<file path="config.mk">
export PLATFORM = sky130hd
export DESIGN_NAME = marker_header_deframer
export DESIGN_NICKNAME = d
export VERILOG_FILES = /design/src/mhd_pkg.sv /design/src/mhd_front.sv /design/src/mhd_fifo.sv /design/src/mhd_back.sv /design/src/marker_header_deframer.sv
export VERILOG_INCLUDE_DIRS = /design/src /design/src/src
export SDC_FILE = /design/constraint.sdc
export NUM_CORES = 1
export LEC_CHECK = 0
export BUFFER_PORTS_ARGS = -buffer_cell sky130_fd_sc_hd__buf_2
export CAP_MARGIN = 20
export CELL_PAD_IN_SITES_DETAIL_PLACEMENT = 0
export CELL_PAD_IN_SITES_GLOBAL_PLACEMENT = 2
export CORE_ASPECT_RATIO = 0.8
export CORE_UTILIZATION = 46
export CTS_CLUSTER_DIAMETER = 100
export CTS_CLUSTER_SIZE = 12
export DETAILED_ROUTE_END_ITERATION = 8
export HOLD_SLACK_MARGIN = 0.06
export PLACE_DENSITY = 0.86
export SETUP_SLACK_MARGIN = 0.1
export SYNTH_ARGS = -nofsm -noshare
export SYNTH_HDL_FRONTEND = slang
export SYNTH_SLANG_ARGS = --single-unit
</file>
<file path="constraint.sdc">
create_clock -name clk -period 7.65 [get_ports clk]
set_clock_uncertainty 0.05 [all_clocks]
set_input_delay 1.53 -clock clk [delete_from_list [all_inputs] [get_ports clk]]
set_output_delay 1.53 -clock clk [all_outputs]
set_load 0.005 [all_outputs]
</file>
<file path="src/marker_header_deframer_assert.svh">
`ifndef MARKER_HEADER_DEFRAMER_ASSERT_SVH
`define MARKER_HEADER_DEFRAMER_ASSERT_SVH

// same-cycle implication, checked while out of reset
`define MHD_ASSERT_IMP(lbl, ante, cons, msg) \
    lbl: assert property (@(posedge clk) disable iff (!rst_n) (ante) |-> (cons)) \
        else $error(msg);

// next-cycle implication, checked while out of reset
`define MHD_ASSERT_NXT(lbl, ante, cons, msg) \
    lbl: assert property (@(posedge clk) disable iff (!rst_n) (ante) |=> (cons)) \
        else $error(msg);

`endif

</file>
<file path="src/mhd_pkg.sv">
package mhd_pkg;

    localparam logic [7:0]  MARK_FIRST   = 8'hA5;
    localparam logic [7:0]  MARK_SECOND  = 8'h5A;
    localparam logic [15:0] HEADER_BYTES = 16'd8;
    localparam logic [2:0]  CSUM_POS     = 3'd7;
    localparam logic [2:0]  FIRST_POS    = 3'd2;
    localparam logic [15:0] MAX_PAYLOAD_RESET = 16'd1500;

    typedef enum logic [1:0] {
        PH_HUNT,
        PH_MARK2,
        PH_HEADER,
        PH_PAYLOAD
    } phase_t;

    typedef enum logic [1:0] {
        ST_PAYLOAD  = 2'd0,
        ST_CSUM     = 2'd1,
        ST_OVERSIZE = 2'd2,
        ST_EMPTY    = 2'd3
    } status_t;

    typedef enum logic [2:0] {
        K_PAYLOAD,
        K_LAST,
        K_CSUM_DROP,
        K_OVERSIZE,
        K_EMPTY
    } kind_t;

    typedef struct packed {
        logic [7:0]  data;
        logic [15:0] proto;
        kind_t       kind;
    } rec_t;

endpackage

</file>
<file path="src/mhd_front.sv">
module mhd_front (
    input  logic          clk,
    input  logic          rst_n,
    input  logic          in_take,
    input  logic [7:0]    in_byte,
    input  logic          cfg_we,
    input  logic [15:0]   cfg_data,
    output logic          rec_we,
    output mhd_pkg::rec_t rec
);

    mhd_pkg::phase_t phase_reg, phase_next;
    logic [2:0]  count_reg, count_next;
    logic [7:0]  xor_reg, xor_next;
    logic [15:0] proto_reg, proto_next;
    logic [15:0] size_reg, size_next;
    logic [15:0] remain_reg, remain_next;
    logic [15:0] max_payload_reg;
    logic [15:0] payload_len;

    assign payload_len = size_reg - mhd_pkg::HEADER_BYTES;

    always_ff @(posedge clk or negedge rst_n)
    begin
        if (!rst_n)
        begin
            phase_reg       <= mhd_pkg::PH_HUNT;
            count_reg       <= '0;
            xor_reg         <= '0;
            proto_reg       <= '0;
            size_reg        <= '0;
            remain_reg      <= '0;
            max_payload_reg <= mhd_pkg::MAX_PAYLOAD_RESET;
        end
        else
        begin
            if (in_take)
            begin
                phase_reg  <= phase_next;
                count_reg  <= count_next;
                xor_reg    <= xor_next;
                proto_reg  <= proto_next;
                size_reg   <= size_next;
                remain_reg <= remain_next;
            end
            if (cfg_we)
            begin
                max_payload_reg <= cfg_data;
            end
        end
    end

    always_comb
    begin
        phase_next  = phase_reg;
        count_next  = count_reg;
        xor_next    = xor_reg;
        proto_next  = proto_reg;
        size_next   = size_reg;
        remain_next = remain_reg;
        rec_we      = 1'b0;
        rec.data    = in_byte;
        rec.proto   = proto_reg;
        rec.kind    = mhd_pkg::K_PAYLOAD;

        case (phase_reg)
            mhd_pkg::PH_HUNT:
            begin
                if (in_byte == mhd_pkg::MARK_FIRST)
                begin
                    phase_next = mhd_pkg::PH_MARK2;
                end
            end
            mhd_pkg::PH_MARK2:
            begin
                if (in_byte == mhd_pkg::MARK_SECOND)
                begin
                    phase_next = mhd_pkg::PH_HEADER;
                    count_next = mhd_pkg::FIRST_POS;
                    xor_next   = mhd_pkg::MARK_FIRST ^ mhd_pkg::MARK_SECOND;
                end
                else if (in_byte != mhd_pkg::MARK_FIRST)
                begin
                    phase_next = mhd_pkg::PH_HUNT;
                end
            end
            mhd_pkg::PH_HEADER:
            begin
                case (count_reg)
                    3'd2:    proto_next = {in_byte, proto_reg[7:0]};
                    3'd3:    proto_next = {proto_reg[15:8], in_byte};
                    3'd4:    size_next  = {in_byte, size_reg[7:0]};
                    3'd5:    size_next  = {size_reg[15:8], in_byte};
                    default: ;
                endcase
                if (count_reg != mhd_pkg::CSUM_POS)
                begin
                    xor_next   = xor_reg ^ in_byte;
                    count_next = count_reg + 3'd1;
                end
                else if (in_byte != xor_reg)
                begin
                    phase_next = mhd_pkg::PH_HUNT;
                    count_next = '0;
                    xor_next   = '0;
                    rec_we     = in_take;
                    rec.kind   = mhd_pkg::K_CSUM_DROP;
                end
                else if (size_reg <= mhd_pkg::HEADER_BYTES)
                begin
                    phase_next = mhd_pkg::PH_HUNT;
                    count_next = '0;
                    xor_next   = '0;
                    rec_we     = in_take;
                    rec.kind   = mhd_pkg::K_EMPTY;
                end
                else if (payload_len > max_payload_reg)
                begin
                    phase_next = mhd_pkg::PH_HUNT;
                    count_next = '0;
                    xor_next   = '0;
                    rec_we     = in_take;
                    rec.kind   = mhd_pkg::K_OVERSIZE;
                end
                else
                begin
                    phase_next  = mhd_pkg::PH_PAYLOAD;
                    count_next  = '0;
                    remain_next = payload_len;
                end
            end
            mhd_pkg::PH_PAYLOAD:
            begin
                rec_we = in_take;
                if (remain_reg <= 16'd1)
                begin
                    remain_next = '0;
                    phase_next  = mhd_pkg::PH_HUNT;
                    count_next  = '0;
                    xor_next    = '0;
                    rec.kind    = mhd_pkg::K_LAST;
                end
                else
                begin
                    remain_next = remain_reg - 16'd1;
                end
            end
            default:
            begin
                phase_next = mhd_pkg::PH_HUNT;
            end
        endcase
    end

endmodule

</file>
<file path="src/mhd_fifo.sv">
`include "marker_header_deframer_assert.svh"

module mhd_fifo #(
    parameter int DEPTH = 4
) (
    input  logic          clk,
    input  logic          rst_n,
    input  logic          wr_en,
    input  mhd_pkg::rec_t wr_rec,
    output logic          full,
    input  logic          rd_en,
    output logic          avail,
    output mhd_pkg::rec_t rd_rec
);

    localparam int AW = (DEPTH > 1) ? $clog2(DEPTH) : 1;
    localparam int CW = $clog2(DEPTH + 1);

    mhd_pkg::rec_t  mem [DEPTH];
    logic [AW-1:0]  wr_ptr_reg, rd_ptr_reg;
    logic [CW-1:0]  count_reg;
    logic           do_wr, do_rd;

    assign full   = (count_reg == CW'(DEPTH));
    assign avail  = (count_reg != '0);
    assign do_wr  = wr_en && !full;
    assign do_rd  = rd_en && avail;
    assign rd_rec = mem[rd_ptr_reg];

    always_ff @(posedge clk)
    begin
        if (do_wr)
        begin
            mem[wr_ptr_reg] <= wr_rec;
        end
    end

    always_ff @(posedge clk or negedge rst_n)
    begin
        if (!rst_n)
        begin
            wr_ptr_reg <= '0;
            rd_ptr_reg <= '0;
            count_reg  <= '0;
        end
        else
        begin
            if (do_wr)
            begin
                wr_ptr_reg <= (wr_ptr_reg == AW'(DEPTH - 1)) ? '0 : wr_ptr_reg + 1'b1;
            end
            if (do_rd)
            begin
                rd_ptr_reg <= (rd_ptr_reg == AW'(DEPTH - 1)) ? '0 : rd_ptr_reg + 1'b1;
            end
            if (do_wr && !do_rd)
            begin
                count_reg <= count_reg + 1'b1;
            end
            else if (do_rd && !do_wr)
            begin
                count_reg <= count_reg - 1'b1;
            end
        end
    end

    `MHD_ASSERT_IMP(a_no_overflow, 1'b1, count_reg <= CW'(DEPTH), "fifo count beyond depth")
    `MHD_ASSERT_IMP(a_no_drop, wr_en, !full, "word written into full fifo")
    `MHD_ASSERT_NXT(a_count_up, do_wr && !do_rd, count_reg == $past(count_reg) + 1'b1,
        "fifo count did not advance on write")

endmodule

</file>
<file path="src/mhd_back.sv">
module mhd_back (
    input  logic          clk,
    input  logic          rst_n,
    input  logic          q_avail,
    input  mhd_pkg::rec_t q_rec,
    output logic          q_rd,
    input  logic          pop,
    output logic          empty,
    output logic [7:0]    payload_byte,
    output logic [15:0]   protocol_id,
    output logic          last,
    output logic [1:0]    status
);

    logic            valid_reg;
    logic [7:0]      byte_reg;
    logic [15:0]     proto_reg;
    logic            last_reg;
    mhd_pkg::status_t status_reg;
    mhd_pkg::status_t st_next;
    logic            last_next;
    logic [7:0]      byte_next;

    assign q_rd = q_avail && (!valid_reg || pop);

    always_comb
    begin
        last_next = 1'b0;
        byte_next = '0;
        case (q_rec.kind)
            mhd_pkg::K_PAYLOAD:
            begin
                st_next   = mhd_pkg::ST_PAYLOAD;
                byte_next = q_rec.data;
            end
            mhd_pkg::K_LAST:
            begin
                st_next   = mhd_pkg::ST_PAYLOAD;
                byte_next = q_rec.data;
                last_next = 1'b1;
            end
            mhd_pkg::K_CSUM_DROP: st_next = mhd_pkg::ST_CSUM;
            mhd_pkg::K_OVERSIZE:  st_next = mhd_pkg::ST_OVERSIZE;
            mhd_pkg::K_EMPTY:     st_next = mhd_pkg::ST_EMPTY;
            default:              st_next = mhd_pkg::ST_CSUM;
        endcase
    end

    always_ff @(posedge clk or negedge rst_n)
    begin
        if (!rst_n)
        begin
            valid_reg <= 1'b0;
        end
        else if (q_rd)
        begin
            valid_reg <= 1'b1;
        end
        else if (pop)
        begin
            valid_reg <= 1'b0;
        end
    end

    always_ff @(posedge clk)
    begin
        if (q_rd)
        begin
            byte_reg   <= byte_next;
            proto_reg  <= q_rec.proto;
            last_reg   <= last_next;
            status_reg <= st_next;
        end
    end

    assign empty        = !valid_reg;
    assign payload_byte = byte_reg;
    assign protocol_id  = proto_reg;
    assign last         = last_reg;
    assign status       = status_reg;

endmodule

</file>
<file path="src/marker_header_deframer.sv">
// channel   direction  handshake            payload
// input     in         push / full          rx_byte[7:0]
// result    out        empty / pop          payload_byte, protocol_id, last, status
// config    in         cfg_valid/cfg_ready  max_payload[15:0]
//
// One input word per cycle while full is low; a result enters the queue at its
// accepting edge and moves from the queue head to the output register once that is free.
// full follows the result queue only: it rises when all FIFO_DEPTH entries hold words.
// Reset clears the parser to hunting, the queue and output to empty, max_payload to 1500.
// cfg_ready is always high; a stalled pop blocks input only once the queue fills.
module marker_header_deframer #(
    parameter int FIFO_DEPTH = 4
) (
    input  logic        clk,
    input  logic        rst_n,
    input  logic        push,
    output logic        full,
    input  logic [7:0]  rx_byte,
    output logic        empty,
    input  logic        pop,
    output logic [7:0]  payload_byte,
    output logic [15:0] protocol_id,
    output logic        last,
    output logic [1:0]  status,
    input  logic        cfg_valid,
    output logic        cfg_ready,
    input  logic [15:0] max_payload
);

    logic          in_take;
    logic          rec_we;
    mhd_pkg::rec_t rec;
    logic          q_rd;
    logic          q_avail;
    mhd_pkg::rec_t q_rec;

    assign cfg_ready = 1'b1;
    assign in_take   = push && !full;

    mhd_front u_front (
        .clk      (clk),
        .rst_n    (rst_n),
        .in_take  (in_take),
        .in_byte  (rx_byte),
        .cfg_we   (cfg_valid && cfg_ready),
        .cfg_data (max_payload),
        .rec_we   (rec_we),
        .rec      (rec)
    );

    mhd_fifo #(
        .DEPTH (FIFO_DEPTH)
    ) u_fifo (
        .clk    (clk),
        .rst_n  (rst_n),
        .wr_en  (rec_we),
        .wr_rec (rec),
        .full   (full),
        .rd_en  (q_rd),
        .avail  (q_avail),
        .rd_rec (q_rec)
    );

    mhd_back u_back (
        .clk          (clk),
        .rst_n        (rst_n),
        .q_avail      (q_avail),
        .q_rec        (q_rec),
        .q_rd         (q_rd),
        .pop          (pop),
        .empty        (empty),
        .payload_byte (payload_byte),
        .protocol_id  (protocol_id),
        .last         (last),
        .status       (status)
    );

endmodule
</file>
**Yosys cells after proc, flatten, opt, wreduce, memory -nomap -nowiden**

Memories as Yosys holds them, arrays and structs flattened.
Cells that the tools add are included.

- $add $sub $neg: 7
- Magnitude comparators: 3
- Equal/unequal tests: 27
- Mux-type cells: 49
- Bitwise operators: 5
- Reductions and logical operators: 27

Operators by type and width:

| kind | count |
|---|---|
| case mux 16 bit (2 select lines) | 3 |
| two-way mux 16 bit | 5 |
| two-way mux 8 bit | 6 |
| two-way mux 3 bit | 8 |
| case mux 8 bit (3 select lines) | 1 |
| two-way mux 2 bit | 11 |
| AND reduction 4 bit | 5 |
| greater-than comparator 16 bit | 1 |
| less-or-equal comparator 16 x 1 -> 1 bit, second input constant | 1 |
| less-or-equal comparator 16 x 4 -> 1 bit, second input constant | 1 |
| subtractor 16 x 1 -> 16 bit, second input constant | 1 |
| subtractor 16 x 4 -> 16 bit, second input constant | 1 |
| equality test 3 bit, second input constant | 4 |
| two-way mux 1 bit | 10 |
| AND reduction 5 bit | 2 |
| equality test 3 x 2 -> 1 bit, second input constant | 3 |
| case mux 3 bit (3 select lines) | 1 |
| equality test 2 bit, second input constant | 4 |
| equality test 8 x 7 -> 1 bit, second input constant | 1 |
| equality test 8 bit, second input constant | 1 |
| != test 2 bit, second input constant | 4 |
| != test 8 bit | 1 |
| != test 8 bit, second input constant | 1 |
| case mux 2 bit (4 select lines) | 1 |
| other kinds (23) | 41 |

- Register bits: 112
- Memory bits (writable): 108
- Output and inout bits: 30
- Memories: 1

Memory list:

| name | depth | width | read ports | clocked after Yosys merged registers in | wr ports | line | source |
|---|---|---|---|---|---|---|---|
| u_fifo.mem | 4 | 27 | 1 | 0 | 1 | mhd_fifo.sv:19 | `mhd_pkg::rec_t mem [DEPTH];` |

**Longest topological paths before layout**

- Word-level depth: 13
- Gate-level depth with buffers: 19

**By module**

A second synthesis with hierarchy kept.

- Cell total of the unflattened synthesis: 702
- Area total of the unflattened synthesis: 10018.4 µm²

Modules (own cells, without submodules):

| module | instances | cells each | area an instance (µm²) | sequential area each (µm²) |
|---|---|---|---|---|
| mhd_front | 1 | 474 | 4679.5 | 1935.6 |
| mhd_fifo | 1 | 178 | 4360.4 | 3418.3 |
| mhd_back | 1 | 47 | 953.4 | 835.8 |
| marker_header_deframer | 1 | 3 | 25.0 | 0.0 |

**Worst setup path after synthesis**

OpenSTA, ideal clock, no wires.

- Kind: reg-to-reg
- From: register u_front.size_reg[3]
- To: memory u_fifo.mem[0][0] (netlist bit) (enable)
- Library setup time: 386 ps
- Arrival time: 4003 ps
- Setup slack: 3211 ps
- Stages on the path, launching flop included: 15
- Path buffers: 0
- Cells stage by stage: dfrtp_1 -> inv_1 -> ha_1 -> nand2b_1 -> or4b_2 -> nor4_1 -> xor2_1 -> ha_1 -> nand4_1 -> nor3_1 -> a21boi_0 -> nor4b_1 -> o21ai_0 -> o2111a_1 -> and2_1

- Longest elaborated chain between the ends: 10

Ends and longest elaborated chain:

| item | line | source |
|---|---|---|
| start, declared | mhd_front.sv:16 | `logic [15:0] size_reg, size_next;` |
| start signal, assigned | mhd_front.sv:43 | `size_reg <= size_next;` |
| subtractor 16 x 4 -> 16 bit | mhd_front.sv:21 | `assign payload_len = size_reg - mhd_pkg::HEADER_BYTES;` |
| greater-than comparator 16 bit | mhd_front.sv:117 | `else if (payload_len > max_payload_reg)` |
| two-way mux 1 bit | mhd_front.sv:117 |  |
| two-way mux 1 bit (*) | mhd_front.sv:109 | `else if (size_reg <= mhd_pkg::HEADER_BYTES)` |
| two-way mux 1 bit (*) | mhd_front.sv:101 | `else if (in_byte != xor_reg)` |
| two-way mux 1 bit (*) | mhd_front.sv:96 | `if (count_reg != mhd_pkg::CSUM_POS)` |
| case mux 1 bit (2 select lines) (*) | mhd_front.sv:66 | `case (phase_reg)` |
| logical AND 1 bit (*) | mhd_fifo.sv:26 | `assign do_wr = wr_en && !full;` |
| named net u_fifo.do_wr | mhd_fifo.sv:22 | `logic do_wr, do_rd;` |
| two-way mux 1 bit (*) | mhd_fifo.sv:32 | `if (do_wr)` |
| two-way mux 1 bit (implied by the code) (*) | mhd_fifo.sv:34 | `mem[wr_ptr_reg] <= wr_rec;` |
| end, declared | mhd_fifo.sv:19 |  |

Mark *: on every way through the listed nets, which the timed path passes. The rest lies on a longest branch.

**Worst setup path after layout**

- From: register u_front.size_reg[3]
- To: register u_fifo.count_reg[1]

- Longest elaborated chain between the ends: 11

Ends and longest elaborated chain:

| item | line | source |
|---|---|---|
| subtractor 16 x 4 -> 16 bit | mhd_front.sv:21 |  |
| greater-than comparator 16 bit | mhd_front.sv:117 |  |
| two-way mux 1 bit | mhd_front.sv:117 |  |
| two-way mux 1 bit (*) | mhd_front.sv:109 |  |
| two-way mux 1 bit (*) | mhd_front.sv:101 |  |
| two-way mux 1 bit (*) | mhd_front.sv:96 |  |
| case mux 1 bit (2 select lines) (*) | mhd_front.sv:66 |  |
| logical AND 1 bit (*) | mhd_fifo.sv:26 |  |
| named net u_fifo.do_wr | mhd_fifo.sv:22 |  |
| zero test 1 bit | mhd_fifo.sv:60 | `else if (do_rd && !do_wr)` |
| logical AND 1 bit | mhd_fifo.sv:60 |  |
| nonzero test 2 bit (no source line) | n/a |  |
| end signal, assigned | mhd_fifo.sv:58 | `count_reg <= count_reg + 1'b1;` |
| end signal, assigned | mhd_fifo.sv:62 | `count_reg <= count_reg - 1'b1;` |
| end, declared | mhd_fifo.sv:21 | `logic [CW-1:0] count_reg;` |

Marks and branches as above.
A chain may end at the register's enable or synchronous reset.

==> impl_metrics.ini <==
[status]
outcome = complete, no violations

[synth]
post_synth_num_cell_types = 61
synth_seq_cells = 220
synth_edf_count = 135
synth_ff_type = sky130_fd_sc_hd__edfxtp_1
post_synth_main_area_contributors = sky130_fd_sc_hd__edfxtp_1, sky130_fd_sc_hd__dfrtp_1, sky130_fd_sc_hd__mux4_2
cell_taking_the_most_area_after_synthesis = sky130_fd_sc_hd__edfxtp_1
postSynth.asyncResetShare = 0.386
synth.yosys.seq_area_share = 0.633
syn-instance-count = 725
synth_top_area_share = 0.415
mappedNetlistArea_um2 = 9770
synth_nets = 786
postSynthAreaPerCell_um2 = 13.5
synth_warnings = 0

[critical_path]
critPathLaunchType = register
r2r.worst_path.cells = 17
end_kind = register
worst_ep_arrival_time_ns = 5.70
regToRegEndpoint = u_fifo.count_reg[1]
path_max_fanout = 7
reg2reg_setup_slack_ns = 2.29
worst-endpoint-required_ns = 7.99
critical_path_class = register to register
worstReg2RegStart = u_front.size_reg[3]

[finish]
instances_no_fill = 1067
layout_net_count = 844
insertedDiodeCount = 0
drive_above_1_share = 0.204
largest_register_ff_count = 108
postLayoutCoreUtil = 0.530
area_growth_pct = 12.5
top_register = u_fifo.mem

[detailed_routing]
avgRoutedWirePerCell_um = 20.0
detail-route-antenna-nets = 0
count_of_vias_placed_by_the_detailed_router = 6019
initialDrtViolationCount = 513
wirelength_mm = 21.4
route.detailed.vias_per_inst = 5.64
drtPass1Iterations = 5
remaining_drc_errors = 0

[clock_network]
tritoncts_buffer_count = 22
cts_root_buf = sky130_fd_sc_hd__clkbuf_16
clock_tree_from_tritoncts = done
cts_h_tree_depth = 1
ctsResizeCount = 0
cts.reportedPaths.clkPinSlew_ns = 0.06
post_cts.repair.setup_buffers = 0
ctsLongestPathBuffers = 3
clock_net_sink_count = 220
clock_latency_ns = 0.50
postCtsHoldBufs = 0

[power]
fin_total_pwr_mw = 3.91
ir_drop_mv = 0.195
p_int_mw = 2.65
power.density_nw_per_um2 = 356
combPwrFrac = 0.283
netSwitchingFraction = 0.323
seqPwrFrac = 0.465
power_leakage_nw = 4.38
switching_power_mw = 1.26
power_frac_clock = 0.252

[placement]
pre_cts_slack_ns = 2.32
gp_routability_congestion = 0.815
io_buffers = 57
hpwl_mm = 14.2
place.detailed.instances = 1027

[global_routing]
grt_use_total = 0.204
maximum_number_of_pins_on_one_net_before_global_route_repair = 59
first_global_vias = 5950
global_route_wire_length_before_repair_mm = 33.9
grt_antenna_before_repair = 1
grt.overflow.total = 0

[sta]
timing_hold_violations_final = 0
max_clock_freq_mhz = 187
worst_slew_pin_slew_ns = 1.08
setup-tns-final_ns = 0
period_needed_ns = 5.36
rsz0062_at_grt = no
setup_violations = 0
final_worst_path_period_share = 0.701
finalMaxSlewViolations = 0
timing.final.ws_setup_ns = 2.29
slew-limit-headroom = 0.281

[min_path]
worstHoldEndpoint = u_fifo.count_reg[2]
min-delay-start = u_fifo.count_reg[2]
worst_hold_path_type = register to register
whs_path_depth = 1

[die]
floorplan.initialDensity = 0.471
die_width_um = 165
design.core.area_um2 = 20800
die_height_um = 132
die_area_um2 = 21800
ioPinCount = 59
placementRows = 47

[run]
max-cap-violations = 0
layer usage:
layer / wire [µm] / vias up / part of all wire / GRT usage
met2: 9530 / 168 / 0.45 / 0.302
li1: - / 2785 / - / -
met5: 0 / - / 0 / 0
met3: 1140 / 24 / 0.054 / 0.0267
met4: 342 / 0 / 0.016 / 0.0423
met1: 10400 / 3042 / 0.48 / 0.321
layout make-up:
cell class	instances	area (µm²)
inverter	43	161
sequential	220	6190
multi-input combinational	430	3300
clock inverter	1	8.76
timing repair buffer	66	363
clock buffer	38	632
fill	1711	9760
tap	269	337
how the worst max path moves through the flow:
| stage | from | end | slack [ns] |
|---|---|---|---|
| 3_3_place_gp | u_front.size_reg[3] | u_fifo.count_reg[1] | 2.53 |
| 4_1_cts | u_front.size_reg[3] | u_fifo.count_reg[1] | 2.31 |
| 3_5_place_dp | u_front.size_reg[3] | u_fifo.count_reg[1] | 2.32 |
| 6_report | u_front.size_reg[3] | u_fifo.count_reg[1] | 2.29 |
| 5_1_grt | u_front.size_reg[3] | u_fifo.count_reg[1] | 1.89 |
| 2_1_floorplan | u_front.size_reg[3] | u_fifo.mem[0][0] | 3.21 |
worst max-delay path, stage by stage, from the launching register on:
cell and delay (ns):
sky130_fd_sc_hd__dfrtp_1 0.39, sky130_fd_sc_hd__inv_1 0.14, sky130_fd_sc_hd__ha_1 0.21, sky130_fd_sc_hd__nand2b_1 0.11, sky130_fd_sc_hd__or4b_2 0.68, sky130_fd_sc_hd__nor4_1 0.25
sky130_fd_sc_hd__xor2_1 0.24, sky130_fd_sc_hd__ha_1 0.30, sky130_fd_sc_hd__nand4_1 0.16, sky130_fd_sc_hd__nor3_1 0.10, sky130_fd_sc_hd__a21boi_0 0.13, sky130_fd_sc_hd__nor4b_1 0.73
sky130_fd_sc_hd__o21ai_0 0.35, sky130_fd_sc_hd__o2111a_1 0.41, sky130_fd_sc_hd__ha_1 0.24, sky130_fd_sc_hd__inv_1 0.08, sky130_fd_sc_hd__fa_1 0.41, sky130_fd_sc_hd__mux2_2 0.26
cell families after synthesis:
logic type	Yosys count	share of synthesized area
AO/OA/AOI/OAI	125	0.0772
buffers and inverters	75	0.0307
other	1	0.000384
AND/OR/NAND/NOR	196	0.103
flip-flops	220	0.634
XOR/XNOR	22	0.0197
multiplexers	54	0.0934
adder cells (fa/ha/maj)	32	0.0417
stage by stage:
| step | area, µm² | hold WS, ns |
|---|---|---|
| final | 11000 | 0.453 |
| after global placement | 10300 | 0.429 |
| after floorplan | 9770 | 0.406 |
| after detailed placement | 10300 | 0.448 |
| after global routing | 11000 | 0.468 |
| after CTS | 11000 | 0.461 |
power by group through the flow:
stage	Sequential [mW]	Clock, mW	Combinational (mW)
2_1_floorplan	1.75	0	0.827
3_3_place_gp	1.83	0	1.07
3_5_place_dp	1.84	0	1.10
4_1_cts	1.82	1.01	1.11
5_1_grt	1.86	1.05	1.22
6_report	1.82	0.986	1.11
synthesized netlist by cell type, types with 7 or more instances:
library cell,instances
sky130_fd_sc_hd__dfrtp_1,78
sky130_fd_sc_hd__nand2_1,57
sky130_fd_sc_hd__nand3_1,7
sky130_fd_sc_hd__nor2b_1,12
sky130_fd_sc_hd__o21ai_0,60
sky130_fd_sc_hd__xor2_1,17
sky130_fd_sc_hd__nor3_1,22
sky130_fd_sc_hd__nor2_1,38
sky130_fd_sc_hd__mux2_2,27
sky130_fd_sc_hd__clkbuf_1,23
sky130_fd_sc_hd__a21oi_1,25
sky130_fd_sc_hd__dfstp_2,7
sky130_fd_sc_hd__mux4_2,27
sky130_fd_sc_hd__edfxtp_1,135
sky130_fd_sc_hd__nor4_1,15
sky130_fd_sc_hd__ha_1,31
sky130_fd_sc_hd__a211o_1,8
sky130_fd_sc_hd__inv_1,43
placed cells by master, fill, tap and decap left out, types with 4 or more instances in the layout:
cell | netlist | routed
sky130_fd_sc_hd__buf_2 | 5 | 56
sky130_fd_sc_hd__a211o_1 | 8 | 8
sky130_fd_sc_hd__nor3_1 | 22 | 22
sky130_fd_sc_hd__mux2_2 | 27 | 27
sky130_fd_sc_hd__mux4_2 | 27 | 27
sky130_fd_sc_hd__xnor2_1 | 5 | 5
sky130_fd_sc_hd__edfxtp_1 | 135 | 135
sky130_fd_sc_hd__nand2b_1 | 6 | 6
sky130_fd_sc_hd__and2_1 | 6 | 6
sky130_fd_sc_hd__nor2_1 | 38 | 38
sky130_fd_sc_hd__a21oi_1 | 25 | 24
sky130_fd_sc_hd__or3_1 | 4 | 4
sky130_fd_sc_hd__dfstp_2 | 7 | 7
sky130_fd_sc_hd__nor4_1 | 15 | 15
sky130_fd_sc_hd__dfrtp_1 | 78 | 77
sky130_fd_sc_hd__nand4_1 | 6 | 6
sky130_fd_sc_hd__buf_4 | 1 | 9
sky130_fd_sc_hd__o21ai_0 | 60 | 60
sky130_fd_sc_hd__nand3_1 | 7 | 7
sky130_fd_sc_hd__inv_1 | 43 | 43
sky130_fd_sc_hd__nor2b_1 | 12 | 12
sky130_fd_sc_hd__clkbuf_16 | 0 | 23
sky130_fd_sc_hd__o21ai_1 | 6 | 6
sky130_fd_sc_hd__nor3b_1 | 5 | 5
sky130_fd_sc_hd__clkbuf_1 | 23 | 15
sky130_fd_sc_hd__ha_1 | 31 | 31
sky130_fd_sc_hd__xor2_1 | 17 | 17
sky130_fd_sc_hd__nand2_1 | 57 | 57
(Power assumes the default switching activity.)
